`config.mk`:
```
export PLATFORM = sky130hd
export DESIGN_NAME = lda_ctrl
export DESIGN_NICKNAME = d
export VERILOG_FILES = /design/src/rtl/core/lda_pkg.sv /design/src/rtl/core/lda_ctrl.sv
export SDC_FILE = /design/constraint.sdc
export NUM_CORES = 1
export LEC_CHECK = 0
export BUFFER_PORTS_ARGS = -buffer_cell sky130_fd_sc_hd__buf_2
export CORE_MARGIN = 2
export CORE_UTILIZATION = 30
export CTS_CLUSTER_SIZE = 10
export DETAILED_ROUTE_END_ITERATION = 12
export PLACE_DENSITY = 0.62
export SYNTH_ARGS = -nofsm -noshare
export SYNTH_HDL_FRONTEND = slang
export SYNTH_SLANG_ARGS = --single-unit
```
`constraint.sdc`:
```
create_clock -name clock -period 1.3 [get_ports clock]
set_input_delay 0.26 -clock clock [delete_from_list [all_inputs] [get_ports clock]]
set_output_delay 0.26 -clock clock [all_outputs]
set_load 0.1 [all_outputs]
```
`src/rtl/core/lda_pkg.sv`:
```
// Shared types and constants of the topic resampler.
package lda_pkg;
   localparam int TOPICS_MAX_DEF = 64;
   localparam int WORDS_MAX_DEF  = 4096;
   localparam int CNT_W    = 12;
   localparam int PROB_W   = 16;
   localparam int ALPHA_W  = 16;
   localparam int UNI_W    = 16;
   localparam int NT_W     = 7;
   localparam int TOPIC_W  = 6;
   localparam int WORD_W   = 12;
   localparam int STATUS_W = 2;
   localparam logic [CNT_W-1:0] COUNT_MAX = 12'hFFF;

   typedef enum logic [1:0] {
      OP_WRITE = 2'd0, OP_CLEAR = 2'd1, OP_COUNT = 2'd2, OP_RESAMPLE = 2'd3
   } op_type;

   typedef enum logic [1:0] {
      ST_OK = 2'd0, ST_UNDERFLOW = 2'd1, ST_SATURATED = 2'd2
   } status_type;

   localparam logic CSR_NUM_TOPICS = 1'b0;
   localparam logic CSR_ALPHA      = 1'b1;

   // Commands from controller to datapath.
   typedef struct packed {
      logic load;       // capture input item
      logic tbl_write;  // write table entry
      logic clr_step;   // clear count at scan index
      logic dec_rd;     // read old topic count
      logic dec_old;    // remove old topic
      logic acc_rd;     // issue table/count read for scan index
      logic acc_add;    // add product term and store running sum
      logic tgt_mul;    // target, low half product
      logic tgt_add;    // target, high half product and sum
      logic srch_rd;    // read running sum at scan index
      logic srch_cmp;   // compare read sum
      logic inc_rd;     // read count of picked topic (or the count opcode topic)
      logic inc_pick;   // count picked topic (or the count opcode topic)
      logic scan_clr;   // reset scan index
      logic scan_inc;   // advance scan index
      logic rsp_load;   // load response register
   } cmd_type;

   typedef struct packed {
      op_type op;
      logic   scan_last;  // scan index is last of the active range
      logic   scan_done;  // scan index is past the active range
      logic   scan_end;   // scan index is the last built topic
      logic   found;      // search has matched
   } sts_type;
endpackage

```
`src/rtl/core/lda_ctrl.sv`:
```
// Controller: sequences each item through the datapath.
module lda_ctrl import lda_pkg::*; (
   input  logic    clock,
   input  logic    reset,
   input  logic    req_tvalid,
   output logic    req_tready,
   output logic    rsp_tvalid,
   input  logic    rsp_tready,
   output cmd_type cmd,
   input  sts_type sts
);
   typedef enum logic [3:0] {
      S_INIT, S_IDLE, S_DISPATCH, S_CLEAR, S_DEC_RD, S_DEC, S_ACC_RD, S_ACC_LAST,
      S_TGT, S_TGT2, S_SRCH_RD, S_SRCH_CMP, S_INC_RD, S_INC, S_RSP, S_HOLD
   } state_type;

   state_type state_ff;
   logic      rsp_valid_ff;
   logic      take;

   assign take       = req_tvalid && req_tready;
   assign req_tready = (state_ff == S_IDLE);
   assign rsp_tvalid = rsp_valid_ff;

   always_comb begin
      cmd = '0;
      case (state_ff)
         S_INIT:     begin cmd.clr_step = 1'b1; cmd.scan_inc = 1'b1; end
         S_IDLE:     cmd.load = take;
         S_DISPATCH: begin
            cmd.scan_clr  = 1'b1;
            cmd.tbl_write = (sts.op == OP_WRITE);
         end
         S_CLEAR:    begin cmd.clr_step = 1'b1; cmd.scan_inc = 1'b1; end
         S_DEC_RD:   cmd.dec_rd = 1'b1;
         S_DEC:      cmd.dec_old = 1'b1;
         S_ACC_RD:   begin
            cmd.acc_rd   = 1'b1;
            cmd.scan_inc = 1'b1;
         end
         S_ACC_LAST: cmd.acc_add = 1'b1;
         S_TGT:      cmd.tgt_mul = 1'b1;
         S_TGT2:     begin cmd.tgt_add = 1'b1; cmd.scan_clr = 1'b1; end
         S_SRCH_RD:  cmd.srch_rd = 1'b1;
         S_SRCH_CMP: begin cmd.srch_cmp = 1'b1; cmd.scan_inc = 1'b1; end
         S_INC_RD:   cmd.inc_rd = 1'b1;
         S_INC:      cmd.inc_pick = 1'b1;
         S_RSP:      cmd.rsp_load = 1'b1;
         S_HOLD:     ;
         default:    ;
      endcase
   end

   // State and registered response valid.
   always_ff @(posedge clock) begin
      if (reset) begin
         state_ff     <= S_INIT;
         rsp_valid_ff <= 1'b0;
      end else begin
         case (state_ff)
            S_INIT:     if (sts.scan_end) state_ff <= S_IDLE;
            S_IDLE:     if (take) state_ff <= S_DISPATCH;
            S_DISPATCH: begin
               case (sts.op)
                  OP_CLEAR:    state_ff <= S_CLEAR;
                  OP_COUNT:    state_ff <= S_INC_RD;
                  OP_RESAMPLE: state_ff <= S_DEC_RD;
                  default:     state_ff <= S_RSP;
               endcase
            end
            S_CLEAR:    if (sts.scan_end) state_ff <= S_RSP;
            S_DEC_RD:   state_ff <= S_DEC;
            S_DEC:      state_ff <= S_ACC_RD;
            S_ACC_RD:   state_ff <= S_ACC_LAST;
            S_ACC_LAST: state_ff <= sts.scan_done ? S_TGT : S_ACC_RD;
            S_TGT:      state_ff <= S_TGT2;
            S_TGT2:     state_ff <= S_SRCH_RD;
            S_SRCH_RD:  state_ff <= S_SRCH_CMP;
            S_SRCH_CMP: state_ff <= sts.scan_last ? S_INC_RD : S_SRCH_RD;
            S_INC_RD:   state_ff <= S_INC;
            S_INC:      state_ff <= S_RSP;
            S_RSP:      begin
               state_ff     <= S_HOLD;
               rsp_valid_ff <= 1'b1;
            end
            S_HOLD:     if (rsp_tready) begin
               state_ff     <= S_IDLE;
               rsp_valid_ff <= 1'b0;
            end
            default:    state_ff <= S_IDLE;
         endcase
      end
   end
endmodule

```
==> flow_metrics.tcl, run 1 <==
set metrics [dict create \
    yosysTopAreaCellShare_pct 18.1 \
    io_pins 28 \
    dp_slack_ns -0.222 \
    async_reset_ff_share_pct 0 \
    place.gp.congestion 0.815 \
    dp_hpwl_um 1580 \
    worstEndpointGrtRepair "cmd[14]" \
    clockRootBuffer "clkbuf_4" \
    error "[ERROR DPL-0033] detailed placement checks failed during check placement." \
    cts-buffers-inserted 3 \
    synth_cell_types 31 \
    synthesis.nets 97 \
    synth_top_flop_cell "dfxtp_1" \
    yosysSeqAreaShare_pct 18.1 \
    ctsHoldBuffers 0 \
    htreeDepth 1 \
    dpl_cell_area_sq_um 1320 \
    status "aborted with a tool error" \
    netlist_instances 87 \
    synth_most_common_cell "nor2_1" \
    synth_area_sq_um 553 \
    port_buffers 26 \
    antenna_found_initial 0 \
    grt_max_degree 12 \
    clockBufferDepth 2 \
    worstEpCategory "top-level output" \
    cts.sinks 5 \
    ys_warn_count 0 \
    avgSynthCellArea_sq_um 6.36 \
    synthTopCellsByCount "nor2_1, a21oi_1, nor3_1" \
    synth_seq_cells 5 \
    die_w_um 46.9 \
    start_util_pct 32.0 \
    lastStage "global routing (5_1_grt)" \
    dieHeight_um 46.9 \
    yosysTopAreaCell "dfxtp_1" \
    synth_edf_count 0 \
    netlist_top_cells_area "dfxtp_1, nor2_1, a21oi_1" \
    rows 15 \
]
## stage by stage
stage	instances	hold slack (ns)	setup TNS [ns]
global placement	150	0.484	-2.09
floorplan	87	0.325	-8.41
detailed placement	150	0.483	-2.69
CTS	166	0.226	-4.60
## timing repair
action                                  in CTS
endpoints found under the setup margin      22
gates resized for setup                     34
pin swaps                                   11
cloned                                       1
setup buffers                               11
## logic make-up after synthesis
logic type             count (synthesis)  share of synthesized area, %
flip-flops                             5                          18.1
buffers and inverters                 10                          9.73
AO/OA/AOI/OAI                         23                          26.7
AND/OR/NAND/NOR                       49                          45.5
==> run 2, diff against run 1 <==
--- a/config.mk
+++ b/config.mk
@@ -6,11 +6,10 @@
 export NUM_CORES = 1
 export LEC_CHECK = 0
 export BUFFER_PORTS_ARGS = -buffer_cell sky130_fd_sc_hd__buf_2
-export CORE_MARGIN = 2
-export CORE_UTILIZATION = 30
-export CTS_CLUSTER_SIZE = 10
+export CORE_AREA = 2 2 63 65
 export DETAILED_ROUTE_END_ITERATION = 12
-export PLACE_DENSITY = 0.62
+export DIE_AREA = 0 0 65 67
+export PLACE_DENSITY_LB_ADDON = 0.15
 export SYNTH_ARGS = -nofsm -noshare
 export SYNTH_HDL_FRONTEND = slang
 export SYNTH_SLANG_ARGS = --single-unit
==> constraint.sdc (replaced) <==
create_clock -name clock -period 1.69 [get_ports clock]
set_input_delay 0.338 -clock clock [delete_from_list [all_inputs] [get_ports clock]]
set_output_delay 0.338 -clock clock [all_outputs]
set_load 0.1 [all_outputs]
==> flow_metrics.tcl, run 2 <==
set metrics [dict create \
    grt_pass1_wl_um 3480 \
    cts-buffers-inserted 3 \
    antenna_found_initial 0 \
    wl_um 2120 \
    p_leak_nw 0.567 \
    cts_tree "built" \
    path_buf_inv 1 \
    via_per_inst 4.45 \
    slew_headroom_pct 68.0 \
    path_cells "or2_4 -> nor4_4 -> buf_12" \
    crit_path_max_incr_delay_ns 0.38 \
    yosysTopAreaCell "dfxtp_1" \
    hold_depth 2 \
    synth_edf_count 0 \
    fin_nets 141 \
    start_util_pct 15.3 \
    clockRootBuffer "clkbuf_8" \
    r2r_start "state_ff[2]" \
    r2r-end "state_ff[0]" \
    startpoint_type "flip-flop" \
    fp.coreArea_sq_um 3610 \
    die-area_sq_um 4360 \
    violations "negative setup slack" \
    grt_max_degree 16 \
    path_class "flip-flop to output port" \
    yosysSeqAreaShare_pct 18.1 \
    largest_reg_flops 4 \
    grt.total_usage_pct 10.4 \
    synth_seq_cells 5 \
    hp-class "primary input to flip-flop" \
    dr_wl_met2_um 1110 \
    rsz0062_at_grt "yes" \
    worstSetupEndpointType "output port" \
    ctsHoldBuffers 0 \
    drt_iter0_drc 19 \
    synth_top_flop_cell "dfxtp_1" \
    synth_most_common_cell "nor2_1" \
    wl_met3_um 91 \
    crit_slowest_cell "dfxtp_4" \
    crit_arrival_ns 1.35 \
    netlist_top_cells_area "dfxtp_1, nor2_1, a21oi_1" \
    final_cell_mix "buf_12, buf_4, buf_2" \
    powerDensity_nw_per_um2 841 \
    firstDrtPassIters 4 \
    die_w_um 65 \
    path_clk_slew_ns 0.04 \
    syn_to_final_growth_pct 159 \
    ant_nets 0 \
    rr_worst_depth 5 \
    regMostFlops "state_ff" \
    cts.sinks 5 \
    async_reset_ff_share_pct 0 \
    yosysTopAreaCellShare_pct 18.1 \
    setup_tns_ns -0.00199 \
    netlist_instances 87 \
    period_share_pct 100 \
    slew_viol_final 0 \
    routedWlPerCell_um 11.9 \
    dp_hpwl_um 1570 \
    clock-skew-final_ns 0.00159 \
    dieHeight_um 67 \
    worstPathMaxFanout 7 \
    synth_area_sq_um 553 \
    rows 22 \
    fin_ws_ns -0.00199 \
    drc 0 \
    grt-ovfl-total 0 \
    tightest_slew_ns 0.484 \
    place.gp.congestion 0.825 \
    dp_slack_ns 0.000717 \
    io_pins 28 \
    setup_viol_count_final 1 \
    num_vias 792 \
    maxCapViolCount 0 \
    synthTopCellsByCount "nor2_1, a21oi_1, nor3_1" \
    period_needed_ns 1.69 \
    max_freq_ghz 0.591 \
    synth_cell_types 31 \
    clk_latency_ns 0.22 \
    vdd_ir_drop_max_mv 0.205 \
    hold_viol 0 \
    hp-start "reset" \
    filler_cell_count 374 \
    r2r_setup_slack_ns 0.15 \
    avgSynthCellArea_sq_um 6.36 \
    worstPathRequired_ns 1.35 \
    whs_endpoint "state_ff[2]" \
    top_layer "met4" \
    ys_warn_count 0 \
    cp_top_family "simple AND/OR/NAND/NOR gates" \
    wl_met1_um 892 \
    drive_gt1_share_pct 63.1 \
    status "complete, but fails checks" \
    finalPower_mw 1.20 \
    clockBufferDepth 2 \
    startpoint "state_ff[0]" \
    htreeDepth 1 \
    antenna_cells 0 \
    synthesis.nets 97 \
    port_buffers 26 \
    mostFrequentLayoutCell "buf_12" \
    grt_pass1_vias 738 \
]
[run 2: cell counts after synthesis]
No cell type changed its count.
[run 2: through the flow]
stage	utilization, %	std cells	area (sq um)	hold WS (ns)
2_1_floorplan	-	87	812	0.403
3_3_place_gp	34.5	162	1240	0.466
3_5_place_dp	34.5	162	1240	0.476
4_1_cts	38.5	176	1390	0.337
5_1_grt	39.7	178	1430	0.353
6_report	39.7	178	1430	0.338
[run 2: worst max path at each step]
stage / end / depth (start not counted) / slack [ns]
6_report: cmd[14] / 3 / -0.002
5_1_grt: cmd[14] / 3 / -0.04
4_1_cts: cmd[14] / 3 / -0.004
3_5_place_dp: cmd[1] / 4 / 0.0007
3_3_place_gp: cmd[1] / 4 / -0.01
2_1_floorplan: cmd[15] / 4 / -0.54
[run 2: repair_timing]
item / in CTS / in global routing
setup buffers: 10 / 2
setup endpoints to repair: 13 / 6
pin swaps: 3 / 4
endpoints found under the hold margin: 0 / 0
resized for setup: 10 / 7
[run 2: report_power, final]
group / internal, mW / switching (mW)
clock: 0.162 / 0.0626
combinational: 0.356 / 0.468
sequential: 0.131 / 0.0253
[run 2: area by class of cell]
type | instances | area [sq um] | share of cell area (%)
timing repair buffer | 48 | 583 | 40.7
inverter | 1 | 3.75 | 0.262
sequential | 5 | 113 | 7.86
multi-input combinational | 72 | 628 | 43.8
tap | 48 | 60.1 | 4.19
clock buffer | 4 | 45.0 | 3.14
[run 2: cell families after synthesis]
group                  Yosys count  synth area share, %
and+or+nand+nor                 49                 45.5
buffers and inverters           10                 9.73
DFF                              5                 18.1
AOI/OAI and AO/OA               23                 26.7
[run 2: per-layer routing]
metal	GRT usage, %	up-vias
met2	17.8	19
met4	3.99	0
met3	2.87	2
li1	-	402
met5	0	-
met1	12.4	369
[run 2: worst reg2reg max path: cells and delay by family (launching register included)]
family	cells	cell delay, ns
DFF	1	0.36
buffers and inverters	1	0.15
AOI/OAI and AO/OA	3	0.53
and+or+nand+nor	1	0.39
Note: power is estimated with default switching activity, not from simulation.
==> run 3, diff against run 2 <==
--- a/config.mk
+++ b/config.mk
@@ -7,6 +7,7 @@
 export LEC_CHECK = 0
 export BUFFER_PORTS_ARGS = -buffer_cell sky130_fd_sc_hd__buf_2
 export CORE_AREA = 2 2 63 65
+export CTS_CLUSTER_DIAMETER = 30
 export DETAILED_ROUTE_END_ITERATION = 12
 export DIE_AREA = 0 0 65 67
 export PLACE_DENSITY_LB_ADDON = 0.15
==> constraint.sdc (replaced) <==
create_clock -name clock -period 1.69 [get_ports clock]
set_input_delay 0.507 -clock clock [delete_from_list [all_inputs] [get_ports clock]]
set_output_delay 0.507 -clock clock [all_outputs]
set_load 0.1 [all_outputs]
==> flow_metrics.tcl, run 3 (synthesis gave the netlist of run 2 again) <==
set metrics [dict create \
    use_met3_pct 2.70 \
    die-area_sq_um 4360 \
    htreeDepth 1 \
    period_needed_ns 1.83 \
    p_leak_nw 0.671 \
    clockRootBuffer "clkbuf_8" \
    finalPower_mw 1.29 \
    rsz0062_at_grt "yes" \
    sequentialPowerShare_pct 11.4 \
    drt_iter0_drc 17 \
    final_util_pct 44.5 \
    worstPathRequired_ns 1.18 \
    dpl_cell_area_sq_um 1300 \
    grt_pass1_wl_um 3910 \
    drc 0 \
    hold_depth 2 \
    path_class "flip-flop to output port" \
    clk_latency_ns 0.22 \
    slew_viol_final 0 \
    antenna_cells 0 \
    antenna_found_initial 0 \
    clockBufferDepth 2 \
    clock-skew-final_ns 0.000938 \
    die_w_um 65 \
    grt_pass1_vias 860 \
    startpoint_type "flip-flop" \
    worstPathMaxFanout 8 \
    dp.cells 168 \
    period_share_pct 109 \
    path_clk_slew_ns 0.03 \
    drive_gt1_share_pct 67.1 \
    final_area_sq_um 1600 \
    hp-class "flip-flop to flip-flop" \
    r2r_setup_slack_ns 0.12 \
    setup_viol_count_final 16 \
    rows 22 \
    powerDensity_nw_per_um2 805 \
    violations "negative setup slack" \
    r2r-end "state_ff[0]" \
    firstDrtPassIters 4 \
    place.gp.congestion 0.798 \
    syn_to_final_growth_pct 190 \
    routedWlPerCell_um 11.6 \
    maxCapViolCount 0 \
    fin_cells 188 \
    grt.total_usage_pct 11.2 \
    fin_ws_ns -0.145 \
    grtUsageMet1_pct 12.1 \
    max_freq_ghz 0.545 \
    final_cell_mix "buf_12, buf_4, buf_2" \
    vdd_ir_drop_max_mv 0.435 \
    ant_nets 0 \
    largest_reg_flops 4 \
    p_sw_mw 0.575 \
    start_util_pct 15.3 \
    io_pins 28 \
    hp-start "rsp_tvalid" \
    cts.sinks 5 \
    hold_viol 0 \
    fp.coreArea_sq_um 3610 \
    r2r_start "state_ff[1]" \
    slew_headroom_pct 67.8 \
    cts-buffers-inserted 3 \
    grt-ovfl-total 0 \
    whs_endpoint "rsp_tvalid" \
    regMostFlops "state_ff" \
    status "complete, but fails checks" \
    via_per_inst 4.38 \
    mostFrequentLayoutCell "buf_12" \
    pwr-share-comb_pct 71.5 \
    worstSetupEndpointType "output port" \
    clkPwrFrac_pct 17.1 \
    grt_use_met2_pct 22.4 \
    dp_slack_ns -0.00919 \
    dp_hpwl_um 1600 \
    port_buffers 26 \
    fin_nets 151 \
    wl_um 2170 \
    dieHeight_um 67 \
    rr_worst_depth 6 \
    grt.busiest_layer "met2" \
    tightest_slew_ns 0.486 \
    crit_arrival_ns 1.33 \
    ctsHoldBuffers 0 \
    cts_tree "built" \
    p_int_mw 0.716 \
    num_vias 823 \
    power.switching_fraction_pct 44.6 \
    grt_max_degree 14 \
]
[run 3: through the flow]
step                hold slack [ns]  TNS (ns)
floorplan                     0.572     -5.59
global placement              0.473   -0.0139
detailed placement            0.480  -0.00919
CTS                           0.485     -1.12
global route                  0.524     -1.82
finish                        0.478     -1.02
[run 3: worst max-delay path: stages (launching register included)]
cell	delay, ns
dfxtp_4	0.37
buf_12	0.15
nor3_1	0.16
a21oi_1	0.09
o22ai_4	0.13
buf_12	0.20
[run 3: worst max path at each step]
stage           startpoint       to  slack, ns  cells after the start
4_1_cts        state_ff[1]  cmd[14]      -0.15                      4
3_5_place_dp   state_ff[1]  cmd[14]     -0.009                      4
3_3_place_gp   state_ff[1]  cmd[14]      -0.01                      4
5_1_grt        state_ff[1]  cmd[14]      -0.20                      4
2_1_floorplan  state_ff[3]  cmd[15]      -0.71                      4
6_report       state_ff[3]   cmd[1]      -0.14                      5
[run 3: timing repair]
item                       4_1_cts  5_1_grt
resized for setup               28        3
buffers inserted                15        0
gates cloned                     1        0
setup endpoints to repair       17       18
pin swaps                       13        1
[run 3: power by group through the flow]
stage                     clock network [mW]  registers [mW]  logic (mW)
after global placement                     0           0.142       0.770
final                                  0.220           0.147       0.923
after CTS                              0.223           0.146       0.916
after detailed placement                   0           0.142       0.777
after floorplan                            0           0.139       0.554
after global routing                   0.235           0.150       0.968
[run 3: final cells by class]
class,count,area [sq um]
Fill cell,333,2000
Clock buffer,4,45.0
Multi-Input combinational cell,72,658
Sequential cell,5,115
Timing Repair Buffer,58,722
Inverter,1,3.75
Tap cell,48,60.1
[run 3: metal layers]
layer | part of all wire (%) | wire [um]
met4 | 0 | 0
met3 | 5.6 | 121
met2 | 55 | 1200
met5 | 0 | 0
met1 | 39 | 846
